--- src/design/signed_binary_to_decimal_ascii_core_assert.svh ---
// Assertion macros for the converter core.
`ifndef SIGNED_BINARY_TO_DECIMAL_ASCII_CORE_ASSERT_SVH
`define SIGNED_BINARY_TO_DECIMAL_ASCII_CORE_ASSERT_SVH

`ifndef NO_ASSERTIONS

// Check a property on every clock edge outside reset.
`define S2D_ASSERT(name, clk, rst, prop, msg) \
  name: assert property (@(posedge clk) disable iff (rst) prop) else $error(msg);

// Check that a condition never holds outside reset.
`define S2D_ASSERT_NEVER(name, clk, rst, cond, msg) \
  name: assert property (@(posedge clk) disable iff (rst) !(cond)) else $error(msg);

`else

`define S2D_ASSERT(name, clk, rst, prop, msg)
`define S2D_ASSERT_NEVER(name, clk, rst, cond, msg)

`endif

`endif

--- src/design/s2d_pkg.sv ---
// Types and constants for the signed binary to decimal ASCII converter.
package s2d_pkg;

  localparam int unsigned VALUE_W = 64;
  localparam int unsigned CHAR_W  = 8;
  localparam int unsigned BCD_W   = 4;

  localparam logic [CHAR_W-1:0] ASCII_ZERO  = 8'h30;
  localparam logic [CHAR_W-1:0] ASCII_MINUS = 8'h2D;

  // A decimal digit of five or more is corrected by three before doubling.
  localparam logic [BCD_W-1:0] DABBLE_MIN = 4'd5;
  localparam logic [BCD_W-1:0] DABBLE_ADD = 4'd3;

  // Per-cycle command to every digit cell.
  typedef struct packed {
    logic clear;   // zero the digit
    logic dabble;  // correct and shift one binary bit in
    logic move;    // take the digit of the lower neighbor
  } cell_ctl_t;

endpackage

--- src/design/s2d_in_if.sv ---
// Input channel: one signed binary word per handshake.
interface s2d_in_if;
  logic                                valid;
  logic                                ready;
  logic signed [s2d_pkg::VALUE_W-1:0]  value;

  modport source (output valid, output value, input ready);
  modport sink   (input valid, input value, output ready);
endinterface

--- src/design/s2d_out_if.sv ---
// Output channel: one ASCII character per handshake.
interface s2d_out_if;
  logic                         valid;
  logic                         ready;
  logic [s2d_pkg::CHAR_W-1:0]   char_byte;
  logic                         last_char;

  modport source (output valid, output char_byte, output last_char, input ready);
  modport sink   (input valid, input char_byte, input last_char, output ready);
endinterface

--- src/design/signed_binary_to_decimal_ascii_core.sv ---
// Top level: signed binary word in, decimal ASCII characters out.
//
//  channel  dir  fields                      meaning
//  num      in   value[63:0]                 signed integer, low VALUE_BITS bits used
//  text     out  char_byte[7:0], last_char   one character, last_char on the final one
//
// Each word is loaded, passes through VALUE_BITS shift-add-3 steps in the
// digit chain and has its leading zeros shifted out (at least one digit stays);
// then one character per cycle (a minus sign plus the digits) while text is ready.
// One word is converted at a time; num.ready is high only when idle.
// Reset is synchronous and returns the block to idle; stalls on text hold
// the current character until taken.
module signed_binary_to_decimal_ascii_core #(
  parameter int unsigned VALUE_BITS = 64
) (
  input  logic       clk,
  input  logic       rst,
  s2d_in_if.sink     num,
  s2d_out_if.source  text
);

  localparam int unsigned NUM_DIGITS = (VALUE_BITS * 3) / 10 + 1;
  localparam int unsigned BIT_CNT_W  = $clog2(VALUE_BITS + 1);
  localparam int unsigned DIG_CNT_W  = $clog2(NUM_DIGITS + 1);

  typedef enum logic [2:0] {
    ST_IDLE,
    ST_CONVERT,
    ST_SKIP,
    ST_SIGN,
    ST_EMIT
  } state_t;

  state_t                    state;
  logic [VALUE_BITS-1:0]     mag;
  logic                      neg;
  logic [BIT_CNT_W-1:0]      bit_cnt;
  logic [DIG_CNT_W-1:0]      dig_cnt;

  logic [VALUE_BITS-1:0]     in_bits;
  logic                      in_neg;
  s2d_pkg::cell_ctl_t        ctl;
  logic [s2d_pkg::BCD_W-1:0] digits [NUM_DIGITS];
  logic                      carry  [NUM_DIGITS];
  logic [s2d_pkg::BCD_W-1:0] top_digit;
  logic                      top_zero;
  logic                      top_carry;
  logic                      num_acc;
  logic                      text_acc;

  assign in_bits   = num.value[VALUE_BITS-1:0];
  assign in_neg    = in_bits[VALUE_BITS-1];
  assign top_digit = digits[NUM_DIGITS-1];
  assign top_zero  = (top_digit == '0);
  assign top_carry = carry[NUM_DIGITS-1];
  assign num_acc   = num.valid && num.ready;
  assign text_acc  = text.valid && text.ready;

  // Drive the handshakes and the current character
  assign num.ready      = (state == ST_IDLE);
  assign text.valid     = (state == ST_SIGN) || (state == ST_EMIT);
  assign text.char_byte = (state == ST_SIGN) ? s2d_pkg::ASCII_MINUS
                          : s2d_pkg::CHAR_W'(s2d_pkg::ASCII_ZERO
                                             + s2d_pkg::CHAR_W'(top_digit));
  assign text.last_char = (state == ST_EMIT) && (dig_cnt == DIG_CNT_W'(1));

  // Command the digit chain
  always_comb begin
    ctl.clear  = num_acc;
    ctl.dabble = (state == ST_CONVERT);
    ctl.move   = ((state == ST_SKIP) && top_zero && (dig_cnt != DIG_CNT_W'(1)))
                 || ((state == ST_EMIT) && text.ready);
  end

  // Build the chain: binary bits enter at the low digit, digits move up
  for (genvar i = 0; i < NUM_DIGITS; i++) begin : g_cell
    s2d_cell u_cell (
      .clk       (clk),
      .rst       (rst),
      .ctl       (ctl),
      .carry_in  ((i == 0) ? mag[VALUE_BITS-1] : carry[(i == 0) ? 0 : i-1]),
      .digit_in  ((i == 0) ? '0 : digits[(i == 0) ? 0 : i-1]),
      .carry_out (carry[i]),
      .digit     (digits[i])
    );
  end

  // Sequence load, conversion, zero skipping and character output
  always_ff @(posedge clk) begin
    if (rst) begin
      state   <= ST_IDLE;
      mag     <= '0;
      neg     <= 1'b0;
      bit_cnt <= '0;
      dig_cnt <= '0;
    end else begin
      unique case (state)
        ST_IDLE: begin
          if (num_acc) begin
            neg     <= in_neg;
            mag     <= in_neg ? VALUE_BITS'(~in_bits + 1'b1) : in_bits;
            bit_cnt <= BIT_CNT_W'(VALUE_BITS);
            state   <= ST_CONVERT;
          end
        end
        ST_CONVERT: begin
          mag     <= {mag[VALUE_BITS-2:0], 1'b0};
          bit_cnt <= bit_cnt - 1'b1;
          if (bit_cnt == BIT_CNT_W'(1)) begin
            dig_cnt <= DIG_CNT_W'(NUM_DIGITS);
            state   <= ST_SKIP;
          end
        end
        ST_SKIP: begin
          if (top_zero && (dig_cnt != DIG_CNT_W'(1))) begin
            dig_cnt <= dig_cnt - 1'b1;
          end else begin
            state <= neg ? ST_SIGN : ST_EMIT;
          end
        end
        ST_SIGN: begin
          if (text_acc) begin
            state <= ST_EMIT;
          end
        end
        ST_EMIT: begin
          if (text_acc) begin
            dig_cnt <= dig_cnt - 1'b1;
            if (dig_cnt == DIG_CNT_W'(1)) begin
              state <= ST_IDLE;
            end
          end
        end
        default: state <= ST_IDLE;
      endcase
    end
  end

  `include "signed_binary_to_decimal_ascii_core_assert.svh"

  `S2D_ASSERT_NEVER(a_no_overlap, clk, rst, num.ready && text.valid, "input taken during output")
  `S2D_ASSERT(a_last_ends, clk, rst, text_acc && text.last_char |=> !text.valid, "text after last")
  `S2D_ASSERT(a_minus_neg, clk, rst, (state == ST_SIGN) |-> neg, "minus for positive value")
  `S2D_ASSERT_NEVER(a_top_carry, clk, rst, (state == ST_CONVERT) && top_carry, "digit overflow")
  `S2D_ASSERT(a_cnt_live, clk, rst, text.valid |-> (dig_cnt != '0), "count empty in output")

endmodule

--- src/design/s2d_cell.sv ---
// One decimal digit cell of the shift-add-3 chain.
module s2d_cell (
  input  logic                        clk,
  input  logic                        rst,
  input  s2d_pkg::cell_ctl_t          ctl,
  input  logic                        carry_in,
  input  logic [s2d_pkg::BCD_W-1:0]   digit_in,
  output logic                        carry_out,
  output logic [s2d_pkg::BCD_W-1:0]   digit
);

  logic [s2d_pkg::BCD_W-1:0] adj;

  // Correct the digit so that doubling carries into the next decade
  always_comb begin
    adj = (digit >= s2d_pkg::DABBLE_MIN) ? digit + s2d_pkg::DABBLE_ADD : digit;
  end

  assign carry_out = adj[s2d_pkg::BCD_W-1];

  // Hold, clear, shift a bit in, or take the neighbor's digit
  always_ff @(posedge clk) begin
    if (rst) begin
      digit <= '0;
    end else if (ctl.clear) begin
      digit <= '0;
    end else if (ctl.dabble) begin
      digit <= {adj[s2d_pkg::BCD_W-2:0], carry_in};
    end else if (ctl.move) begin
      digit <= digit_in;
    end
  end

endmodule
--- src/flat_wrapper.sv ---
// flat-port wrapper written by rule: the top's interface ports become plain ports
module signed_binary_to_decimal_ascii_core_flat 
#(
  parameter int unsigned VALUE_BITS = 64
)
  (clk, rst, num_valid, num_value, num_ready, text_valid, text_char_byte, text_last_char, text_ready);
  s2d_in_if num_i ();
  s2d_out_if text_i ();
  input  logic clk;
  input  logic rst;
  input wire logic [$bits(num_i.valid)-1:0] num_valid;
  input wire logic [$bits(num_i.value)-1:0] num_value;
  output wire logic [$bits(num_i.ready)-1:0] num_ready;
  output wire logic [$bits(text_i.valid)-1:0] text_valid;
  output wire logic [$bits(text_i.char_byte)-1:0] text_char_byte;
  output wire logic [$bits(text_i.last_char)-1:0] text_last_char;
  input wire logic [$bits(text_i.ready)-1:0] text_ready;
  assign num_i.valid = num_valid;
  assign num_i.value = num_value;
  assign num_ready = num_i.ready;
  assign text_valid = text_i.valid;
  assign text_char_byte = text_i.char_byte;
  assign text_last_char = text_i.last_char;
  assign text_i.ready = text_ready;
  signed_binary_to_decimal_ascii_core #(.VALUE_BITS(VALUE_BITS)) u_core (.clk(clk), .rst(rst), .num(num_i), .text(text_i));
endmodule
--- config.mk ---
export PLATFORM = sky130hd
export DESIGN_NAME = signed_binary_to_decimal_ascii_core_flat
export DESIGN_NICKNAME = d
export VERILOG_FILES = /design/src/design/s2d_pkg.sv /design/src/design/s2d_in_if.sv /design/src/design/s2d_out_if.sv /design/src/design/signed_binary_to_decimal_ascii_core.sv /design/src/design/s2d_cell.sv /design/src/flat_wrapper.sv
export VERILOG_INCLUDE_DIRS = /design/src /design/src/design
export SDC_FILE = /design/constraint.sdc
export NUM_CORES = 1
export LEC_CHECK = 0
export ABC_AREA = 1
export BUFFER_PORTS_ARGS = -buffer_cell sky130_fd_sc_hd__buf_2
export CAP_MARGIN = 20
export CORE_MARGIN = 2
export CORE_UTILIZATION = 30
export DETAILED_ROUTE_END_ITERATION = 10
export PLACE_DENSITY = 0.48
export SYNTH_ARGS = -nofsm -noshare
export SYNTH_HDL_FRONTEND = slang
export SYNTH_SLANG_ARGS = --single-unit
--- constraint.sdc ---
create_clock -name clk -period 1.7 [get_ports clk]
set_clock_uncertainty 0.1 [all_clocks]
set_input_delay 0.255 -clock clk [delete_from_list [all_inputs] [get_ports clk]]
set_output_delay 0.255 -clock clk [all_outputs]
set_load 0.02 [all_outputs]
==> reports/metrics.cfg <==
[status]
outcome=finished with violations
violations_in_the_final_reports=setup timing

[route]
post_drt_via_cell_ratio=4.894
drt-wirelength-per-cell_microns=15.15
via_count=12360
antenna_left=0
drt_first_iter_violations=721
post-route-drc-count=0
detailedRoute.firstPassIterationCount=5
totalWireLength_mm=38.27

[worst_hold_path]
min_to=u_core.mag[61]
hold_path_class=in2reg
min_path_cells=4
holdCritStartpoint=num_value[61]

[synth]
ff_latch_count_synth=160
synth_ff_type=sky130_fd_sc_hd__dfxtp_1
postSynthAreaPerCell_sq_um=6.246
ys_seq_area_frac=0.2934
synthesis.instances=1748
count_of_unique_library_cells_instantiated_by_yosys=33
synth-edff-count=0
synth_async_sr_flop_share=0
syn_area_sq_um=10920
yosysWarnings=0

[sta]
timing.fmax_mhz=557.0
final_min_period_over_clock_period=1.056
setup_viol_count_final=31
finalHoldWorstSlack_ns=0.03030
hold_violations=0
slew_viol_final=0
grt_setup_unrepaired=true
post-route-worst-setup-slack_ns=-0.09535
final_period_minus_worst_setup_slack_ns=1.795

[final_layout]
ratio_of_cells_with_drive_above_1_in_the_final_layout=0.2741
areaGrowthSynthToFinish_pct=43.39
layout_commonest_cell=sky130_fd_sc_hd__nand2_1
fillCellCount=3790
seq_area_sq_um=3219
finish.net_count=2167
layout.cells.most_common_list=sky130_fd_sc_hd__nand2_1, sky130_fd_sc_hd__inv_1, sky130_fd_sc_hd__buf_4
layout.cell_area.non_filler_sq_um=15660
multi_input_area_sq_um=7010
finish.utilization=0.4380
antenna_cells=0

[worst_setup_path]
worstReg2RegStart=u_core.state[2]
crit_chain=buf_4 > nand3_2 > buf_6 > inv_2 > nor2_1 > buf_4
r2r_end=u_core.g_cell[11].u_cell.digit[3]
path_delay_family=buffers and inverters
cp_data_arrival_time_ns=1.44
slowest_delay_ns=0.37
crit_buf_inv=4
reg2regPathDepth=9
critical_path.slowest_cell=sky130_fd_sc_hd__dfxtp_4
startpoint_type=register
cp.required_ns=1.34
r2r_setup_slk_ns=-0.06
cp-end-kind=primary output
path_common_cell=sky130_fd_sc_hd__buf_4
maximum_fanout_along_the_worst_path=6
criticalPathCategory=reg2out

[floorplanning]
floorplan.die_area_sq_um=37940
fp-row-count=69
die_y_microns=194.8
coreArea_sq_um=35740
die_width_microns=194.8
start_util=0.3055
io_pins=79

[clocking]
tritoncts=yes
h-tree-depth=4
cts_inserted_buffers=17
cts_sink_cnt=160
worstSkewPairLatency_ns=0.44
cts.hold.buffers_added=0
cts.root.buffer_cell=sky130_fd_sc_hd__clkbuf_16
clkSlewWorstSetupHoldPaths_ns=0.07
cts-root-to-sink-buffers=2

[placement]
buffer_ports.inserted=75
dp_worst_setup_slack_ns=-0.2870
post_dp_cell_area_sq_um=13620
globalplace.congestion=0.8638
hpwlAfterDp_mm=25.97

[power_and_ir_drop]
powerDensity_nw_per_um2=1549
max-vdd-ir-drop_mv=0.6614
total_leakage_power_nw=6.482
finalPower_w=0.02425

[grt]
grtUsageTotal=0.1866
number_of_global_route_vias_before_repair=11650
grt_max_degree=74
grt_first_pass_wirelength_mm=57.97
initial_antenna_violation_count=0
global_route.overflow_total=0

[job]
max-cap-violations=0

[logic make-up (layout without fill, tap and decap cells)]
kind of cell	after synthesis	in the layout	synth area share
AO/OA/AOI/OAI	517	517	0.2481
XOR/XNOR	40	40	0.03209
adder cells (fa/ha/maj)	46	46	0.05272
buffers and inverters	327	643	0.1174
flip-flops	160	160	0.2934
other	2	3	0.0006879
AND/OR/NAND/NOR	656	656	0.2557
[through the flow]
step	std cells	TNS (ns)
after floorplan	1749	0
after CTS	2495	-0.2804
after global placement	2452	-6.959
after global routing	2526	-8.914
after detailed placement	2452	-8.422
final	2526	-0.8050
[worst max path at each step]
| stage | from | to | slack (ns) | cells past startpoint |
|---|---|---|---|---|
| floorplan | u_core.state[1] | u_core.g_cell[5].u_cell.digit[2] | 0.02 | 9 |
| global placement | num_value[1] | u_core.mag[32] | -0.24 | 11 |
| detailed placement | num_value[1] | u_core.mag[32] | -0.29 | 12 |
| CTS | u_core.state[2] | u_core.mag[50] | -0.04 | 9 |
| global route | u_core.state[2] | u_core.bit_cnt[5] | -0.16 | 8 |
| finish | u_core.state[0] | text_char_byte[1] | -0.1 | 6 |
[cell usage after synthesis, types with 12 or more instances]
library cell	instances	area [sq um]
sky130_fd_sc_hd__o21ai_1	12	60.06
sky130_fd_sc_hd__dfxtp_1	160	3203
sky130_fd_sc_hd__o21ai_0	186	930.9
sky130_fd_sc_hd__clkbuf_1	43	161.4
sky130_fd_sc_hd__inv_1	240	900.9
sky130_fd_sc_hd__buf_2	19	95.09
sky130_fd_sc_hd__nand3_1	132	660.6
sky130_fd_sc_hd__o22ai_1	44	275.3
sky130_fd_sc_hd__nand4_1	14	87.58
sky130_fd_sc_hd__nand2_1	316	1186
sky130_fd_sc_hd__a21oi_1	239	1196
sky130_fd_sc_hd__or2_2	25	156.4
sky130_fd_sc_hd__xor2_1	40	350.3
sky130_fd_sc_hd__ha_1	46	575.6
sky130_fd_sc_hd__nor2_1	152	570.6
sky130_fd_sc_hd__a31oi_1	24	150.1
[sequential cells by signal, indices dropped and copies added, names as in the netlist]
register	count
u_core.bit_cnt	7
u_core.state	3
u_core.neg	1
u_core.mag	64
u_core.dig_cnt	5
u_core.g_cell.u_cell.digit	80
[layout make-up]
type / count / area share
timing repair buffer: 365 / 0.2126
inverter: 247 / 0.06042
clock inverter: 9 / 0.007033
multi-input combinational: 1262 / 0.4478
clock buffer: 22 / 0.02965
sequential: 160 / 0.2056
tap: 461 / 0.03684
[routing by layer]
metal,part of all wire,vias up,track usage,routed length (microns)
li1,-,6391,-,-
met3,0.025,35,0.01961,957
met2,0.49,192,0.3266,18620
met5,0,-,0,0
met1,0.47,5745,0.2427,18040
met4,0.017,0,0.05259,651
[where the power goes]
group / switching, W / leakage (nW) / internal [W] / total [W]
combinational: 0.00792 / 4.90 / 0.00653 / 0.0144
sequential: 0.000894 / 1.31 / 0.00500 / 0.00590
clock: 0.00167 / 0.272 / 0.00223 / 0.00390
[tightest hold or removal path, delay by kind of cell]
family	cells	cell delay, ns
AOI/OAI and AO/OA	1	0.05
buffers and inverters	1	0.10
and+or+nand+nor	2	0.11
[what timing repair did]
| action | 4_1_cts | 5_1_grt |
|---|---|---|
| cloned | 3 | 19 |
| setup endpoints to repair | 93 | 162 |
| endpoints found under the hold margin | 0 | 0 |
| setup buffers | 10 | 13 |
| resized for setup | 59 | 212 |
| pin swaps | 7 | 34 |
Note: power is estimated with default switching activity, not from simulation.
